`config.mk`:
```
export PLATFORM = sky130hd
export DESIGN_NAME = mtbc_step
export DESIGN_NICKNAME = d
export VERILOG_FILES = /design/src/hdl/mtbc_pkg.sv /design/src/hdl/mtbc_step.sv
export VERILOG_INCLUDE_DIRS = /design/src /design/src/hdl
export SDC_FILE = /design/constraint.sdc
export NUM_CORES = 2
export LEC_CHECK = 0
export BUFFER_PORTS_ARGS = -buffer_cell sky130_fd_sc_hd__buf_4
export CORE_ASPECT_RATIO = 1.25
export CORE_UTILIZATION = 33
export DETAILED_ROUTE_END_ITERATION = 12
export PLACE_DENSITY_LB_ADDON = 0.3
export SYNTH_ARGS = -nofsm -noshare
export SYNTH_HDL_FRONTEND = slang
export SYNTH_SLANG_ARGS = --single-unit
export TNS_END_PERCENT = 30
```
`constraint.sdc`:
```
create_clock -name clk -period 14.62 [get_ports clk]
set_clock_uncertainty 0.15 [all_clocks]
set_input_delay 2.924 -clock clk [delete_from_list [all_inputs] [get_ports clk]]
set_output_delay 2.924 -clock clk [all_outputs]
set_load 0.005 [all_outputs]
```
`src/hdl/assert_macros.svh`:
```
// assertion helpers shared by the rtl files
// each expects clk and rst_n in scope
`ifndef ASSERT_MACROS_SVH
`define ASSERT_MACROS_SVH

// condition holds at every clock edge out of reset
`define ASSERT_ALWAYS(lbl, expr) \
    lbl: assert property (@(posedge clk) disable iff (!rst_n) (expr)) \
        else $error("assertion failed");

// antecedent in one cycle implies consequent in the next
`define ASSERT_NEXT(lbl, ante, cons) \
    lbl: assert property (@(posedge clk) disable iff (!rst_n) (ante) |=> (cons)) \
        else $error("assertion failed");

// antecedent implies consequent in the same cycle
`define ASSERT_SAME(lbl, ante, cons) \
    lbl: assert property (@(posedge clk) disable iff (!rst_n) (ante) |-> (cons)) \
        else $error("assertion failed");

`endif

```
`src/hdl/mtbc_pkg.sv`:
```
`default_nettype none

package mtbc_pkg;

    localparam int MOM_W      = 16;
    localparam int TIME_W     = 16;
    localparam int ACC_W      = 48;
    localparam int HALF_W     = 24;
    localparam int PROD_W     = 40;
    localparam int FRAC_BITS  = 13;
    localparam int TIME_SHIFT = 22;
    localparam int NUM_COEF   = 10;
    localparam int NUM_STEPS  = NUM_COEF - 1;

    // raw momentum code of the 0.8 GeV break (0.8 * 8192 rounded up)
    localparam logic [MOM_W-1:0] MOM_BREAK = 16'd6554;

    // 2^32, scale of the Q16.32 coefficients
    localparam longint Q = 64'sd4294967296;

    typedef logic signed [ACC_W-1:0] acc_t;

    localparam acc_t ACC_MAX = {1'b0, {(ACC_W-1){1'b1}}};
    localparam acc_t ACC_MIN = {1'b1, {(ACC_W-1){1'b0}}};

    // one track moving down the pipeline with both running accumulators
    typedef struct packed {
        logic [MOM_W-1:0]         mom;
        logic signed [TIME_W-1:0] tdiff;
        logic                     high;
        acc_t                     up;
        acc_t                     dn;
    } item_t;

    // same track after the partial products of one horner step
    typedef struct packed {
        logic [MOM_W-1:0]         mom;
        logic signed [TIME_W-1:0] tdiff;
        logic                     high;
        logic signed [PROD_W-1:0] up_hi;
        logic [PROD_W-1:0]        up_lo;
        logic signed [PROD_W-1:0] dn_hi;
        logic [PROD_W-1:0]        dn_lo;
    } prod_t;

    typedef acc_t coef_arr_t [NUM_COEF];

    // coefficients by power of momentum, rounded half away from zero
    localparam coef_arr_t UPPER_LOW = '{
        acc_t'((120251 * Q + 500) / 1000),
        acc_t'(-((116819 * Q + 50) / 100)),
        acc_t'((523742 * Q + 50) / 100),
        acc_t'(-((136381 * Q + 5) / 10)),
        acc_t'((223253 * Q + 5) / 10),
        acc_t'(-((236496 * Q + 5) / 10)),
        acc_t'((161778 * Q + 5) / 10),
        acc_t'(-((689416 * Q + 50) / 100)),
        acc_t'((16634 * Q + 5) / 10),
        acc_t'(-((173474 * Q + 500) / 1000))
    };

    // degree-3 sets padded with zero leading terms
    localparam coef_arr_t UPPER_HIGH = '{
        acc_t'((159223 * Q + 50000) / 100000),
        acc_t'(-((149056 * Q + 50000) / 100000)),
        acc_t'((676338 * Q + 500000) / 1000000),
        acc_t'(-((104644 * Q + 500000) / 1000000)),
        '0, '0, '0, '0, '0, '0
    };

    localparam coef_arr_t LOWER_LOW = '{
        acc_t'(-((268257 * Q + 5000) / 10000)),
        acc_t'((153155 * Q + 500) / 1000),
        acc_t'(-((408979 * Q + 500) / 1000)),
        acc_t'((673476 * Q + 500) / 1000),
        acc_t'(-((790433 * Q + 500) / 1000)),
        acc_t'((708255 * Q + 500) / 1000),
        acc_t'(-((474843 * Q + 500) / 1000)),
        acc_t'((217295 * Q + 500) / 1000),
        acc_t'(-((586269 * Q + 5000) / 10000)),
        acc_t'((690981 * Q + 50000) / 100000)
    };

    localparam coef_arr_t LOWER_HIGH = '{
        acc_t'(-((11009 * Q + 5000) / 10000)),
        acc_t'((719988 * Q + 500000) / 1000000),
        acc_t'(-((280016 * Q + 500000) / 1000000)),
        acc_t'((319352 * Q + 5000000) / 10000000),
        '0, '0, '0, '0, '0, '0
    };

endpackage

`default_nettype wire

```
`src/hdl/mtbc_step.sv`:
```
`default_nettype none

`include "assert_macros.svh"

module mtbc_step (
    input  logic                clk,
    input  logic                rst_n,
    input  logic                in_valid,
    input  mtbc_pkg::item_t     in_item,
    output logic                in_ready,
    input  mtbc_pkg::acc_t      coef_low_up,
    input  mtbc_pkg::acc_t      coef_high_up,
    input  mtbc_pkg::acc_t      coef_low_dn,
    input  mtbc_pkg::acc_t      coef_high_dn,
    output logic                out_valid,
    output mtbc_pkg::item_t     out_item,
    input  logic                out_ready
);

    // signed upper half of the accumulator times momentum
    function automatic logic signed [mtbc_pkg::PROD_W-1:0] mul_hi(
        input mtbc_pkg::acc_t a,
        input logic [mtbc_pkg::MOM_W-1:0] m
    );
        logic signed [mtbc_pkg::PROD_W:0] p;
        p = $signed(a[mtbc_pkg::ACC_W-1:mtbc_pkg::HALF_W]) * $signed({1'b0, m});
        return p[mtbc_pkg::PROD_W-1:0];
    endfunction

    // unsigned lower half of the accumulator times momentum
    function automatic logic [mtbc_pkg::PROD_W-1:0] mul_lo(
        input mtbc_pkg::acc_t a,
        input logic [mtbc_pkg::MOM_W-1:0] m
    );
        logic [mtbc_pkg::PROD_W-1:0] p;
        p = a[mtbc_pkg::HALF_W-1:0] * m;
        return p;
    endfunction

    // floor(product / 2^13) + coefficient, saturated to 48 bits
    function automatic mtbc_pkg::acc_t horner_add(
        input logic signed [mtbc_pkg::PROD_W-1:0] hi,
        input logic [mtbc_pkg::PROD_W-1:0] lo,
        input mtbc_pkg::acc_t c
    );
        logic signed [52:0] s;
        s = $signed({{2{hi[mtbc_pkg::PROD_W-1]}}, hi, 11'b0})
            + $signed({26'b0, lo[mtbc_pkg::PROD_W-1:mtbc_pkg::FRAC_BITS]})
            + 53'(c);
        if (s > 53'(mtbc_pkg::ACC_MAX))
            return mtbc_pkg::ACC_MAX;
        else if (s < 53'(mtbc_pkg::ACC_MIN))
            return mtbc_pkg::ACC_MIN;
        else
            return s[mtbc_pkg::ACC_W-1:0];
    endfunction

    logic            mul_valid_reg;
    mtbc_pkg::prod_t mul_reg;
    mtbc_pkg::prod_t mul_next;
    logic            add_valid_reg;
    mtbc_pkg::item_t add_reg;
    mtbc_pkg::item_t add_next;
    logic            mul_en;
    logic            add_en;

    // a stage loads when empty or when its contents move on
    assign add_en   = !add_valid_reg || out_ready;
    assign mul_en   = !mul_valid_reg || add_en;
    assign in_ready = mul_en;

    // partial products for both bounds
    always_comb
    begin
        mul_next.mom   = in_item.mom;
        mul_next.tdiff = in_item.tdiff;
        mul_next.high  = in_item.high;
        mul_next.up_hi = mul_hi(in_item.up, in_item.mom);
        mul_next.up_lo = mul_lo(in_item.up, in_item.mom);
        mul_next.dn_hi = mul_hi(in_item.dn, in_item.mom);
        mul_next.dn_lo = mul_lo(in_item.dn, in_item.mom);
    end

    // recombine, scale and add the coefficient of the chosen set
    always_comb
    begin
        add_next.mom   = mul_reg.mom;
        add_next.tdiff = mul_reg.tdiff;
        add_next.high  = mul_reg.high;
        add_next.up    = horner_add(mul_reg.up_hi, mul_reg.up_lo,
                                    mul_reg.high ? coef_high_up : coef_low_up);
        add_next.dn    = horner_add(mul_reg.dn_hi, mul_reg.dn_lo,
                                    mul_reg.high ? coef_high_dn : coef_low_dn);
    end

    // stage valid bits
    always_ff @(posedge clk or negedge rst_n)
    begin
        if (!rst_n)
        begin
            mul_valid_reg <= 1'b0;
            add_valid_reg <= 1'b0;
        end
        else
        begin
            if (mul_en)
                mul_valid_reg <= in_valid;
            if (add_en)
                add_valid_reg <= mul_valid_reg;
        end
    end

    // stage payload
    always_ff @(posedge clk)
    begin
        if (mul_en)
            mul_reg <= mul_next;
        if (add_en)
            add_reg <= add_next;
    end

    assign out_valid = add_valid_reg;
    assign out_item  = add_reg;

    // a stalled result stays put until taken
    `ASSERT_NEXT(a_step_hold, add_valid_reg && !out_ready, add_valid_reg && $stable(add_reg))
    // a request accepted here lands in the product stage
    `ASSERT_NEXT(a_step_take, in_valid && in_ready, mul_valid_reg)

endmodule

`default_nettype wire

```
==> metrics.cfg <==
[clock_network]
cts.sink_count = 298
cts_setup_buffers = 0
clockBufferDepth = 3
numCtsBuffers = 37
worstSkewPairLatency_ns = 0.62
path_clk_slew_ns = 0.06
htreeDepth = 2
cts_tree = built
cts_resized = 0
cts_hold_buffers = 0
root_buffer = clkbuf_16

[timing]
timing.final.crit_period_ns = 10.24
fin_tns_setup_ns = 0
max_freq_mhz = 97.6
max_slew_margin = 0.228
drv_slew = 0
worst_pin_slew_ns = 1.13
setup_viol = 0
hold_violations = 0
finalCritPeriodShare = 0.701
rsz0062_at_grt = no
hold-worst-slack_ns = 0.260

[route]
drt-vias-per-instance = 4.88
wl_um = 209000
ant_nets = 0
route.detailed.drc = 0
drt_iter0_drc = 2867
drt_pre_antenna_iters = 5
vias = 50366
drt-wirelength-per-cell_um = 20.2

[worst_setup_path]
end_kind = flop
crit_slowest_cell = fa_1
cp.arrival_ns = 10.43
crit_required_ns = 14.81
setup.worst_path.class = in2reg
max_stage_delay_ns = 0.57
worst_setup_path_start_kind = input pin
rrSetupSlack_ns = 7.90
crit_fanout = 36
crit_top_cell = fa_1

[global_route]
antenna_found_initial = 41
grt_first_pass_wirelength_um = 324000
grt_util_met2 = 0.337
top_usage_layer = met2
grt_max_degree = 112
grtUsageMet3 = 0.0372
met1_usage = 0.261
grt_pass1_vias = 55402
grtUsageTotal = 0.200
grt_overflow = 0

[placement]
numPortBuffers = 455
dpl.hpwl_um = 165000
gp_routability_congestion = 0.887

[yosys]
synth-async-reset-ratio = 0.00671
synth_nets = 9638
syn_avg_cell_area_um2 = 9.44
ys_seq_area_frac = 0.129
synth_edf_count = 296
synth_seq_cells = 298
netlist.area_leader.share = 0.401
ys_types = 94
syn_area_mm2 = 0.0693
yosys_warnings = 0
syn_inst = 7339
synth.area.top_cells = fa_1 40%, edfxtp_1 13%, ha_1 11%, inv_1 9.1%, nand2_1 5.7%
synth_area_leader_cell = fa_1
synth_flop_cell = edfxtp_1

[floorplan]
dieHeight_um = 514
placementRows = 187
ios = 456
start_util = 0.333
die_w_um = 412
core_region_area_mm2 = 0.208
die_area_mm2 = 0.212

[finish]
regArea_mm2 = 0.00894
drive_gt1_frac = 0.101
layout.nets = 9847
fill_cells = 21025
multi_input_area_mm2 = 0.0528
largest_reg_flops = 134
areaGrowthSynthToFinish_pct = 10.2

[worst_hold_path]
hp-class = reg2reg

[flow_run]
maxCapViolations = 0

[run_status]
outcome = complete, no violations

[logic make-up (layout without fill, tap and decap cells)]
kind of cell / after synthesis / in the layout / share of synthesized area
fa+ha+maj: 1974 / 1974 / 0.507
simple gates: 2035 / 2035 / 0.140
other cells: 0 / 10 / 0
buf+inv: 1996 / 2234 / 0.110
mux: 96 / 96 / 0.0156
compound gates: 717 / 717 / 0.0707
xor+xnor: 223 / 223 / 0.0284
flops: 298 / 298 / 0.129
[metrics by stage]
stage / utilization / cell area (um^2) / instances / setup slack, ns
5_1_grt: 0.367 / 76300 / 10319 / 3.98
2_1_floorplan: - / 69300 / 7339 / 4.76
4_1_cts: 0.367 / 76300 / 10317 / 4.42
3_3_place_gp: 0.361 / 75100 / 10249 / 3.89
6_report: 0.367 / 76300 / 10327 / 4.38
3_5_place_dp: 0.361 / 75100 / 10249 / 3.78
[area by class of cell]
cell class,count,share of cell area
diodes,10,0.000328
well taps,2740,0.0449
inverters,1673,0.0823
clock buffers,40,0.0123
repair buffers,493,0.0488
clock inverters,28,0.00315
multi-input cells,5045,0.691
flip-flops and latches,298,0.117
[per-layer routing]
layer	vias up	routed length (um)
li1	22707	-
met1	25853	90700
met2	1419	99100
met3	337	13600
met4	50	5160
met5	-	321
[cells in the mapped netlist (all sizes together) (16+ instances only)]
cell type and count:
a31oi 24, xnor2 148, nor2b 18, edfxtp 296, inv 1673, o21a 29
nand4 43, mux2 94, a21o 96, buf 38, a211oi 27, clkbuf 285
and3 19, a21oi 208, xor2 75, ha 586, o21ai 184, nor3 44
nand3 34, and2 601, o211ai 16, fa 1388, nand2 1060, nor2 145
o21bai 36, nand2b 25
[worst paths after layout]
| path | from | end | cells after the start |
|---|---|---|---|
| worst max-delay path | in_item[117] | mul_reg[118] | 26 |
| max in group asynchronous | rst_n | mul_valid_reg | 1 |
| min in group asynchronous | rst_n | out_valid | 1 |
| worst min register to register | add_next[113] | out_item[113] | 0 |
| worst max register to register | add_next[96] | out_item[13] | 18 |
| worst min-delay path | add_next[113] | out_item[113] | 0 |
[worst max-delay path: cells and delay by family]
kind | cells | cell delay (ns)
xor+xnor | 1 | 0.08
compound gates | 8 | 1.93
buf+inv | 7 | 1.26
fa+ha+maj | 7 | 3.41
simple gates | 3 | 0.76
[cells in the final DEF (no fill, tap or decap), drive strengths merged, types with 27 or more instances in the layout]
cell       n
a211oi    27
a21o      96
edfxtp   296
inv     1681
o21a      29
and2     601
fa      1388
o21bai    36
nor3      44
nand2   1060
clkbuf    40
ha       586
a21oi    208
buf      493
nand3     34
o21ai    184
xor2      75
nand4     43
mux2      94
xnor2    148
nor2     145
Power is not shown: default switching activity piles up to over one toggle a cycle in this logic, so the estimate is an artifact.
