### src/hdl/assert_macros.svh
// assertion helpers shared by the rtl files
// each expects clk and rst_n in scope
`ifndef ASSERT_MACROS_SVH
`define ASSERT_MACROS_SVH

// condition holds at every clock edge out of reset
`define ASSERT_ALWAYS(lbl, expr) \
    lbl: assert property (@(posedge clk) disable iff (!rst_n) (expr)) \
        else $error("assertion failed");

// antecedent in one cycle implies consequent in the next
`define ASSERT_NEXT(lbl, ante, cons) \
    lbl: assert property (@(posedge clk) disable iff (!rst_n) (ante) |=> (cons)) \
        else $error("assertion failed");

// antecedent implies consequent in the same cycle
`define ASSERT_SAME(lbl, ante, cons) \
    lbl: assert property (@(posedge clk) disable iff (!rst_n) (ante) |-> (cons)) \
        else $error("assertion failed");

`endif

### src/hdl/mtbc_pkg.sv
`default_nettype none

package mtbc_pkg;

    localparam int MOM_W      = 16;
    localparam int TIME_W     = 16;
    localparam int ACC_W      = 48;
    localparam int HALF_W     = 24;
    localparam int PROD_W     = 40;
    localparam int FRAC_BITS  = 13;
    localparam int TIME_SHIFT = 22;
    localparam int NUM_COEF   = 10;
    localparam int NUM_STEPS  = NUM_COEF - 1;

    // raw momentum code of the 0.8 GeV break (0.8 * 8192 rounded up)
    localparam logic [MOM_W-1:0] MOM_BREAK = 16'd6554;

    // 2^32, scale of the Q16.32 coefficients
    localparam longint Q = 64'sd4294967296;

    typedef logic signed [ACC_W-1:0] acc_t;

    localparam acc_t ACC_MAX = {1'b0, {(ACC_W-1){1'b1}}};
    localparam acc_t ACC_MIN = {1'b1, {(ACC_W-1){1'b0}}};

    // one track moving down the pipeline with both running accumulators
    typedef struct packed {
        logic [MOM_W-1:0]         mom;
        logic signed [TIME_W-1:0] tdiff;
        logic                     high;
        acc_t                     up;
        acc_t                     dn;
    } item_t;

    // same track after the partial products of one horner step
    typedef struct packed {
        logic [MOM_W-1:0]         mom;
        logic signed [TIME_W-1:0] tdiff;
        logic                     high;
        logic signed [PROD_W-1:0] up_hi;
        logic [PROD_W-1:0]        up_lo;
        logic signed [PROD_W-1:0] dn_hi;
        logic [PROD_W-1:0]        dn_lo;
    } prod_t;

    typedef acc_t coef_arr_t [NUM_COEF];

    // coefficients by power of momentum, rounded half away from zero
    localparam coef_arr_t UPPER_LOW = '{
        acc_t'((120251 * Q + 500) / 1000),
        acc_t'(-((116819 * Q + 50) / 100)),
        acc_t'((523742 * Q + 50) / 100),
        acc_t'(-((136381 * Q + 5) / 10)),
        acc_t'((223253 * Q + 5) / 10),
        acc_t'(-((236496 * Q + 5) / 10)),
        acc_t'((161778 * Q + 5) / 10),
        acc_t'(-((689416 * Q + 50) / 100)),
        acc_t'((16634 * Q + 5) / 10),
        acc_t'(-((173474 * Q + 500) / 1000))
    };

    // degree-3 sets padded with zero leading terms
    localparam coef_arr_t UPPER_HIGH = '{
        acc_t'((159223 * Q + 50000) / 100000),
        acc_t'(-((149056 * Q + 50000) / 100000)),
        acc_t'((676338 * Q + 500000) / 1000000),
        acc_t'(-((104644 * Q + 500000) / 1000000)),
        '0, '0, '0, '0, '0, '0
    };

    localparam coef_arr_t LOWER_LOW = '{
        acc_t'(-((268257 * Q + 5000) / 10000)),
        acc_t'((153155 * Q + 500) / 1000),
        acc_t'(-((408979 * Q + 500) / 1000)),
        acc_t'((673476 * Q + 500) / 1000),
        acc_t'(-((790433 * Q + 500) / 1000)),
        acc_t'((708255 * Q + 500) / 1000),
        acc_t'(-((474843 * Q + 500) / 1000)),
        acc_t'((217295 * Q + 500) / 1000),
        acc_t'(-((586269 * Q + 5000) / 10000)),
        acc_t'((690981 * Q + 50000) / 100000)
    };

    localparam coef_arr_t LOWER_HIGH = '{
        acc_t'(-((11009 * Q + 5000) / 10000)),
        acc_t'((719988 * Q + 500000) / 1000000),
        acc_t'(-((280016 * Q + 500000) / 1000000)),
        acc_t'((319352 * Q + 5000000) / 10000000),
        '0, '0, '0, '0, '0, '0
    };

endpackage

`default_nettype wire

### src/hdl/mtbc_cmp.sv
`default_nettype none

`include "assert_macros.svh"

module mtbc_cmp (
    input  logic            clk,
    input  logic            rst_n,
    input  logic            in_valid,
    input  mtbc_pkg::item_t in_item,
    output logic            in_ready,
    output logic            out_valid,
    output logic            out_band,
    input  logic            out_ready
);

    logic           valid_reg;
    logic           band_reg;
    logic           band_next;
    logic           load;
    mtbc_pkg::acc_t tq;

    assign load     = !valid_reg || out_ready;
    assign in_ready = load;

    // time widened to Q16.32, then strict compare against both bounds
    always_comb
    begin
        tq        = mtbc_pkg::acc_t'($signed({in_item.tdiff,
                                             {mtbc_pkg::TIME_SHIFT{1'b0}}}));
        band_next = (tq > in_item.dn) && (tq < in_item.up);
    end

    // output register
    always_ff @(posedge clk or negedge rst_n)
    begin
        if (!rst_n)
            valid_reg <= 1'b0;
        else if (load)
            valid_reg <= in_valid;
    end

    always_ff @(posedge clk)
    begin
        if (load)
            band_reg <= band_next;
    end

    assign out_valid = valid_reg;
    assign out_band  = band_reg;

    // a result only appears after a request was handed over
    `ASSERT_SAME(a_cmp_source, $rose(valid_reg), $past(in_valid) && $past(in_ready))

endmodule

`default_nettype wire

### config.mk
export PLATFORM = sky130hd
export DESIGN_NAME = mtbc_cmp
export DESIGN_NICKNAME = d
export VERILOG_FILES = /design/src/hdl/mtbc_pkg.sv /design/src/hdl/mtbc_cmp.sv
export VERILOG_INCLUDE_DIRS = /design/src /design/src/hdl
export SDC_FILE = /design/constraint.sdc
export NUM_CORES = 1
export LEC_CHECK = 0
export BUFFER_PORTS_ARGS = -buffer_cell sky130_fd_sc_hd__clkbuf_2
export CAP_MARGIN = 30
export CORE_MARGIN = 2
export CORE_UTILIZATION = 41
export CTS_CLUSTER_DIAMETER = 100
export CTS_CLUSTER_SIZE = 14
export DETAILED_ROUTE_END_ITERATION = 10
export GPL_TIMING_DRIVEN = 1
export PLACE_DENSITY = 0.87
export SYNTH_ARGS = -nofsm -noshare
export SYNTH_HDL_FRONTEND = slang
export SYNTH_SLANG_ARGS = --single-unit
export TNS_END_PERCENT = 10
### constraint.sdc
create_clock -name clk -period 1.5 [get_ports clk]
set_input_delay 0.075 -clock clk [delete_from_list [all_inputs] [get_ports clk]]
set_output_delay 0.075 -clock clk [all_outputs]
set_load 0.03 [all_outputs]
==> results.yml, run 1 <==
hold_path:
  hp-class: "input pin to flop"
  min_to: "out_valid"
  min_from: "in_valid"
  hold_depth: 2
yosys:
  synth-seq-cells: 2
  synth.area.top_cells: "ha_1 (43%), inv_1 (13%), a21oi_1 (8.3%)"
  netlist_area_um2: 1505
  synth_top_area_cell: "ha_1"
  synth_top_area_share_pct: 43.23
  synth.distinct_cells: 30
  yosysSeqAreaShare_pct: 3.658
  syn_nets: 394
  postSynthCellCount: 209
  avgSynthCellArea_um2: 7.202
  ys.flop_type: "edfxtp_1"
  synthArstFlopShare_pct: 50.00
  synth_edf_count: 1
  yosys_warnings: 0
run:
  maxCapViolations: 0
critical_path:
  critical_path_class: "input pin to flop"
  worst-r2r-cell-count: 1
  crit_family: "simple AND/OR/NAND/NOR gates"
  critPathMaxFanout: 18
  path_cells: "clkbuf_2, buf_12, ha_4, nand4_4, nor4_4, nand2_1, o211ai_2, xor2_1, nor4_2"
  reg2reg_slack_ns: 0.70
  critPathArrivalTime_ns: 1.61
  regToRegStartpoint: "out_valid"
  cp.required_ns: 1.46
  endpoint_kind: "flop"
  cp-start-kind: "input pin"
  critical-path-max-stage-delay_ns: 0.29
  critPathBufInv: 2
  r2r-end: "out_band"
  slowest_stage: "nor4_4"
  cp_num_cells: 9
status:
  status: "finished with violations"
  violations: "negative setup slack"
global_route:
  grt_pass1_vias: 1934
  track_usage_pct: 21.64
  grt_antenna_before_repair: 0
  grt_max_degree: 19
  grt_pass1_wl_um: 7224
  overflow: 0
timing:
  hold_violations: 0
  tightest_slew_ns: 0.3655
  rsz0062_at_grt: "true"
  setup_ws_ns: -0.1462
  fin_crit_ns: 1.646
  timing.final.crit_share_pct: 109.7
  hold-worst-slack_ns: 0.05108
  worst_clock_skew_ns: 0.006523
  max_freq_mhz: 607.5
  finalSetupViolCount: 1
  max-slew-margin-rel_pct: 75.41
  slew_violations: 0
floorplanning:
  die_w_um: 64.59
  rows: 22
  coreArea_um2: 3606
  die_area_um2: 4172
  start_util_pct: 41.74
  io_pins: 136
  die_h_um: 64.59
cells_and_area:
  insertedDiodeCount: 0
  drive_above_1_share_pct: 46.97
  design_area_um2: 2499
  fillers: 298
  final_cells: 395
  areaGrowthSynthToFinish_pct: 66.00
  nets: 533
route:
  drt_first_pass_iters: 4
  vias_per_cell: 4.967
  vias: 1962
  post_drt_wl_per_cell_um: 11.23
  drtAntennaViolNets: 0
  drc: 0
  first_iter_violations: 51
  routed_wirelength_um: 4437
placement:
  gp_congestion: 0.8413
  dp_hpwl_um: 4141
  place_area_um2: 2381
  port_buffers: 118
  placed_cells_incl_taps: 390
clocking:
  clk_latency_ns: 0.22
  cts_tree: "yes"
  cts_buffer_depth: 2
  cts_buffers: 3
  cts.clk_slew.worst_paths_ns: 0.03
  cts_root_buf: "clkbuf_8"
  cts.sinks: 2
  htreeDepth: 1
power_and_ir_drop:
  ir_drop_mv: 0.1883
  p_leak_uw: 0.001478
  powerDensity_nw_per_um2: 385.9
worst max path at each step:
stage                             from  endpoint  slack (ns)
after detailed placement  in_item[112]  out_band       -0.39
after floorplan            in_item[37]  out_band      0.0007
after global placement    in_item[112]  out_band       -0.33
after global routing      in_item[112]  out_band       -0.24
after CTS                 in_item[112]  out_band       -0.15
final                     in_item[112]  out_band       -0.15
cells in the mapped netlist (all sizes together), types with 3 or more instances:
| cell | instances |
|---|---|
| nor4 | 11 |
| nand4 | 8 |
| nor2 | 6 |
| nand2b | 3 |
| a21oi | 25 |
| nor3 | 3 |
| nand2 | 17 |
| ha | 52 |
| nand3 | 4 |
| o21ai | 9 |
| inv | 54 |
area by class of cell:
type	instances	area [um2]	area share, %
multi-input cells	153	1401	56.08
repair buffers	134	729.5	29.19
inverters	54	207.7	8.312
well taps	48	60.06	2.404
flip-flops and latches	2	55.05	2.203
clock buffers	4	45.04	1.803
stage by stage:
stage	worst slack [ns]	power (uW)	setup TNS [ns]	utilization [%]
after floorplan	0.0007322	400.4	0	-
after global placement	-0.3328	672.1	-0.3328	66.03
after detailed placement	-0.3890	701.1	-0.3890	66.03
after CTS	-0.1496	953.6	-0.1496	68.36
after global routing	-0.2376	1060	-0.2376	69.29
final	-0.1462	964.1	-0.1462	69.29
power breakdown:
group          total, uW  switching, uW  internal, uW
sequential          69.8           2.65          67.1
clock                237           56.0           181
combinational        657            311           346
state kept, by name (all words and copies together) (netlist names):
name and count:
out_valid 1, out_band 1
kinds of logic after synthesis:
logic type / after synthesis / share of synthesized area, %
simple gates: 56 / 22.03
flops: 2 / 3.657
xor+xnor: 1 / 0.5820
fa+ha+maj: 52 / 43.23
compound gates: 44 / 17.04
buf+inv: 54 / 13.47
placed cells by master (no fill, tap or decap), types with 2 or more instances in the layout:
| cell type | synthesis | final |
|---|---|---|
| a21o_1 | 2 | 2 |
| a21oi_1 | 25 | 21 |
| a21oi_2 | 0 | 4 |
| buf_4 | 0 | 13 |
| clkbuf_2 | 0 | 118 |
| clkbuf_8 | 0 | 3 |
| ha_1 | 52 | 43 |
| ha_4 | 0 | 9 |
| inv_1 | 54 | 50 |
| inv_2 | 0 | 2 |
| inv_4 | 0 | 2 |
| nand2_1 | 17 | 15 |
| nand2_2 | 0 | 2 |
| nand2b_1 | 2 | 2 |
| nand3_1 | 4 | 4 |
| nand4_1 | 6 | 6 |
| nor2_1 | 6 | 6 |
| nor3_1 | 3 | 3 |
| nor4_1 | 9 | 9 |
| nor4b_1 | 2 | 2 |
| o21ai_0 | 6 | 4 |
| o21ai_1 | 3 | 5 |
layer usage:
layer  global-route usage, %  up-vias  part of all wire, %
met4                   4.787        0                  1.5
met5                       0        -                    0
met1                   20.59      857                   37
met2                   46.74       79                   54
li1                        -     1018                    -
met3                   3.646        8                  7.1
repair_timing:
action | 4_1_cts | 5_1_grt
hold buffers | 1 | 0
gates resized for setup | 3 | 6
hold endpoints to repair | 1 | 0
pin swaps | 2 | 3
setup buffers | 0 | 0
endpoints found under the setup margin | 1 | 1
Power figures use the tool's default switching activity.
==> run 2, diff against run 1 <==
- PLACE_DENSITY: 0.87 -> not set
- PLACE_DENSITY_LB_ADDON: not set -> 0.08
==> results.yml, run 2 (synthesized netlist as in run 1, its figures left out) <==
critical_path:
  cp.required_ns: 1.53
  critical_path_class: "input pin to flop"
  critPathBufInv: 4
  reg2reg_slack_ns: 0.70
  regToRegStartpoint: "out_valid"
  critPathMaxFanout: 5
  path_cells: "buf_12, buf_12, buf_4, ha_4, nand2_1, o21a_1, o221ai_2, buf_4, nor2_1, nor4_2"
  slowest_stage: "nor4_2"
  critPathArrivalTime_ns: 1.75
  endpoint_kind: "flop"
  r2r-end: "out_band"
  worst-r2r-cell-count: 1
  crit_family: "buffers and inverters"
  critical-path-max-stage-delay_ns: 0.29
  cp-start-kind: "input pin"
global_route:
  grt_pass1_wl_um: 7928
  grt_antenna_before_repair: 0
  overflow: 0
  track_usage_pct: 23.36
  grt_max_degree: 10
  grt_pass1_vias: 2006
route:
  drtAntennaViolNets: 0
  vias_per_cell: 4.935
  routed_wirelength_um: 4831
  drc: 0
  post_drt_wl_per_cell_um: 12.02
  first_iter_violations: 54
  vias: 1984
  drt_first_pass_iters: 4
floorplanning:
  die_h_um: 64.59
  rows: 22
  die_area_um2: 4172
  start_util_pct: 41.74
  coreArea_um2: 3606
  io_pins: 136
  die_w_um: 64.59
clocking:
  cts_root_buf: "clkbuf_8"
  cts.sinks: 2
  clk_latency_ns: 0.21
  cts.clk_slew.worst_paths_ns: 0.03
  cts_buffer_depth: 2
  cts_buffers: 3
  htreeDepth: 1
  cts_tree: "yes"
timing:
  rsz0062_at_grt: "true"
  timing.final.crit_share_pct: 114.9
  tightest_slew_ns: 0.3356
  finalSetupViolCount: 1
  max-slew-margin-rel_pct: 77.49
  fin_crit_ns: 1.723
  setup_ws_ns: -0.2232
  max_freq_mhz: 580.3
  hold_violations: 0
  slew_violations: 0
  worst_clock_skew_ns: 0.003836
power_and_ir_drop:
  ir_drop_mv: 0.1981
  combPwrFrac_pct: 71.1
  internal_power_uw: 636.4
  p_sw_uw: 383.4
  clkPwrFrac_pct: 22.1
  seq_power_share_pct: 6.8
  p_leak_uw: 0.001537
  switching_share_pct: 37.59
  powerDensity_nw_per_um2: 376.8
cells_and_area:
  nets: 540
  drive_above_1_share_pct: 49.72
  final_cell_mix: "clkbuf_2 (117), inv_1 (50), ha_1 (37)"
  areaGrowthSynthToFinish_pct: 79.80
  insertedDiodeCount: 0
  final_cells: 402
  layout_commonest_cell: "clkbuf_2"
placement:
  port_buffers: 118
  placed_cells_incl_taps: 390
  dp_slack_ns: -0.4393
  gp_congestion: 0.7758
  dp_hpwl_um: 3988
hold_path:
  hp-class: "input pin to flop"
  min_to: "out_valid"
  hold_depth: 2
  min_from: "in_valid"
run:
  maxCapViolations: 0
status:
  status: "finished with violations"
  violations: "negative setup slack"
-- run 2: cell type report --
| type | count | area, um2 |
|---|---|---|
| multi-input combinational | 153 | 1488 |
| fill | 283 | 899.6 |
| timing repair buffer | 141 | 850.8 |
| inverter | 54 | 207.7 |
| tap | 48 | 60.06 |
| sequential | 2 | 55.05 |
| clock buffer | 4 | 45.04 |
-- run 2: per-layer routing --
layer	global-route usage, %	vias up	share of wire (%)
li1	-	1026	-
met1	23.54	876	37
met2	50.78	74	56
met3	2.257	8	5.8
met4	3.723	0	1.1
met5	0	-	0
-- run 2: stage by stage --
step / area [um2] / setup TNS (ns) / util, % / total power [uW] / hold slack (ns)
2_1_floorplan: 1605 / 0 / - / 400.4 / -0.2206
5_1_grt: 2706 / -0.2958 / 75.05 / 1125 / 0.07131
4_1_cts: 2646 / -0.2189 / 73.39 / 997.4 / 0.05529
3_5_place_dp: 2381 / -0.4393 / 66.03 / 693.4 / -0.1482
3_3_place_gp: 2381 / -0.3501 / 66.03 / 679.0 / -0.1499
6_report: 2706 / -0.2232 / 75.05 / 1020 / 0.05454
-- run 2: worst max-delay path by stage --
stage | start | endpoint | slack [ns] | cells past startpoint
after floorplan | in_item[37] | out_band | 0.0007 | 8
after global placement | in_item[112] | out_band | -0.35 | 9
after CTS | in_item[112] | out_band | -0.22 | 9
after detailed placement | in_item[112] | out_band | -0.44 | 9
final | in_item[112] | out_band | -0.22 | 10
after global routing | in_item[112] | out_band | -0.30 | 10
-- run 2: repair_timing --
action                                  in CTS  in global routing
gates cloned                                 2                  1
pin swaps                                   10                  7
gates resized for setup                     16                  5
endpoints found under the setup margin       1                  1
endpoints found under the hold margin        1                  0
hold buffers                                 1                  0
setup buffers                                2                  2
-- run 2: power by group through the flow --
stage | logic, uW | clock network (uW) | registers [uW]
final | 726 | 225 | 69.0
after global routing | 817 | 237 | 70.8
after CTS | 699 | 229 | 69.0
after detailed placement | 624 | 0 | 69.6
after global placement | 609 | 0 | 69.6
after floorplan | 316 | 0 | 84.7
==> run 3, diff against run 2 <==
- BUFFER_PORTS_ARGS: -buffer_cell sky130_fd_sc_hd__clkbuf_2 -> -buffer_cell sky130_fd_sc_hd__buf_4
==> results.yml, run 3 (synthesized netlist as in run 1, its figures left out) <==
status:
  status: "finished with violations"
  violations: "negative setup slack"
floorplanning:
  die_w_um: 64.59
  coreArea_um2: 3606
  die_area_um2: 4172
  die_h_um: 64.59
  start_util_pct: 41.74
  io_pins: 136
  rows: 22
clocking:
  cts_buffers: 3
  htreeDepth: 1
  clk_latency_ns: 0.21
  cts.clk_slew.worst_paths_ns: 0.03
  cts_buffer_depth: 2
  cts_root_buf: "clkbuf_8"
  cts.sinks: 2
  cts_tree: "yes"
placement:
  place_area_um2: 2634
  gp_congestion: 0.7794
  dp_hpwl_um: 4174
  port_buffers: 118
hold_path:
  hp-class: "input pin to flop"
  min_from: "in_valid"
  hold_depth: 2
  min_to: "out_valid"
timing:
  hold-worst-slack_ns: 0.08759
  fin_crit_ns: 1.771
  timing.final.crit_share_pct: 118.1
  worst_clock_skew_ns: 0.001706
  tightest_slew_ns: 0.3975
  slew_violations: 0
  max_freq_mhz: 564.6
  max-slew-margin-rel_pct: 73.22
  finalSetupViolCount: 1
  setup_ws_ns: -0.2712
  hold_violations: 0
  rsz0062_at_grt: "true"
route:
  post_drt_wl_per_cell_um: 15.58
  drt_first_pass_iters: 4
  vias_per_cell: 5.255
  vias: 2102
  drc: 0
  routed_wirelength_um: 6233
  drtAntennaViolNets: 0
  first_iter_violations: 65
cells_and_area:
  final_cell_mix: "buf_4 (134), inv_1 (49), ha_1 (29)"
  nets: 538
  drive_above_1_share_pct: 54.55
  insertedDiodeCount: 0
  design_area_um2: 3127
  areaGrowthSynthToFinish_pct: 107.7
  layout_commonest_cell: "buf_4"
critical_path:
  regToRegStartpoint: "out_valid"
  cp-start-kind: "input pin"
  worst-r2r-cell-count: 1
  critical_path_class: "input pin to flop"
  critPathMaxFanout: 2
  reg2reg_slack_ns: 0.66
  critPathArrivalTime_ns: 1.79
  cp.required_ns: 1.52
  r2r-end: "out_band"
  endpoint_kind: "flop"
run:
  maxCapViolations: 0
power_and_ir_drop:
  p_leak_uw: 0.001603
  ir_drop_mv: 0.2197
  powerDensity_nw_per_um2: 384.5
global_route:
  grt_max_degree: 9
  grt_antenna_before_repair: 0
  grt_pass1_wl_um: 9625
  grt_pass1_vias: 2110
  track_usage_pct: 29.18
  overflow: 0
run 3: per-layer routing:
layer / up-vias / wire, um / GRT usage (%)
met3: 18 / 399 / 3.646
met1: 972 / 2310 / 31.80
met5: - / 0 / 0
li1: 1024 / - / -
met4: 0 / 177 / 8.777
met2: 88 / 3345 / 57.81
run 3: worst max-delay path by stage:
stage / depth (start not counted) / slack (ns) / end / start
after floorplan: 8 / 0.0007 / out_band / in_item[37]
after global placement: 8 / -0.34 / out_band / in_item[112]
after detailed placement: 8 / -0.44 / out_band / in_item[112]
after CTS: 8 / -0.04 / out_band / in_item[112]
after global routing: 8 / -0.36 / out_band / in_item[112]
final: 9 / -0.27 / out_band / in_item[39]
run 3: repair_timing:
item	in CTS	in global routing
setup buffers	4	3
resized for setup	33	11
endpoints found under the hold margin	1	0
pin swaps	23	9
setup endpoints to repair	1	1
cloned	2	0
hold buffers	1	0
run 3: area by class of cell:
class	instances	area (um2)
Multi-Input combinational cell	153	1645
Timing Repair Buffer	139	1114
Fill cell	209	479.2
Inverter	54	207.7
Tap cell	48	60.06
Sequential cell	2	55.05
Clock buffer	4	45.04
run 3: power by group:
part / leakage, uW / total, uW / switching (uW) / internal, uW
registers: 0.0000213 / 69.8 / 2.67 / 67.1
clock network: 0.0000228 / 231 / 49.7 / 181
logic: 0.00156 / 902 / 392 / 510
run 3: worst max-delay path, stage by stage:
cell and delay [ns]:
buf_4 0.11, inv_1 0.08, ha_4 0.21, a21oi_2 0.16, o21ai_1 0.14, a221oi_4 0.31, o211ai_2 0.15, xor2_2 0.22
nor4_4 0.33
run 3: metrics by stage:
stage               setup slack [ns]  instances  setup TNS, ns  util [%]  power [uW]
floorplan                  0.0007322        209              0         -       400.4
global placement             -0.3426        386        -0.3426     73.04       749.5
detailed placement           -0.4429        386        -0.4429     73.04       766.0
CTS                         -0.03714        397       -0.03714     84.32        1113
global route                 -0.3616        400        -0.3616     86.71        1301
finish                       -0.2712        400        -0.2712     86.71        1202
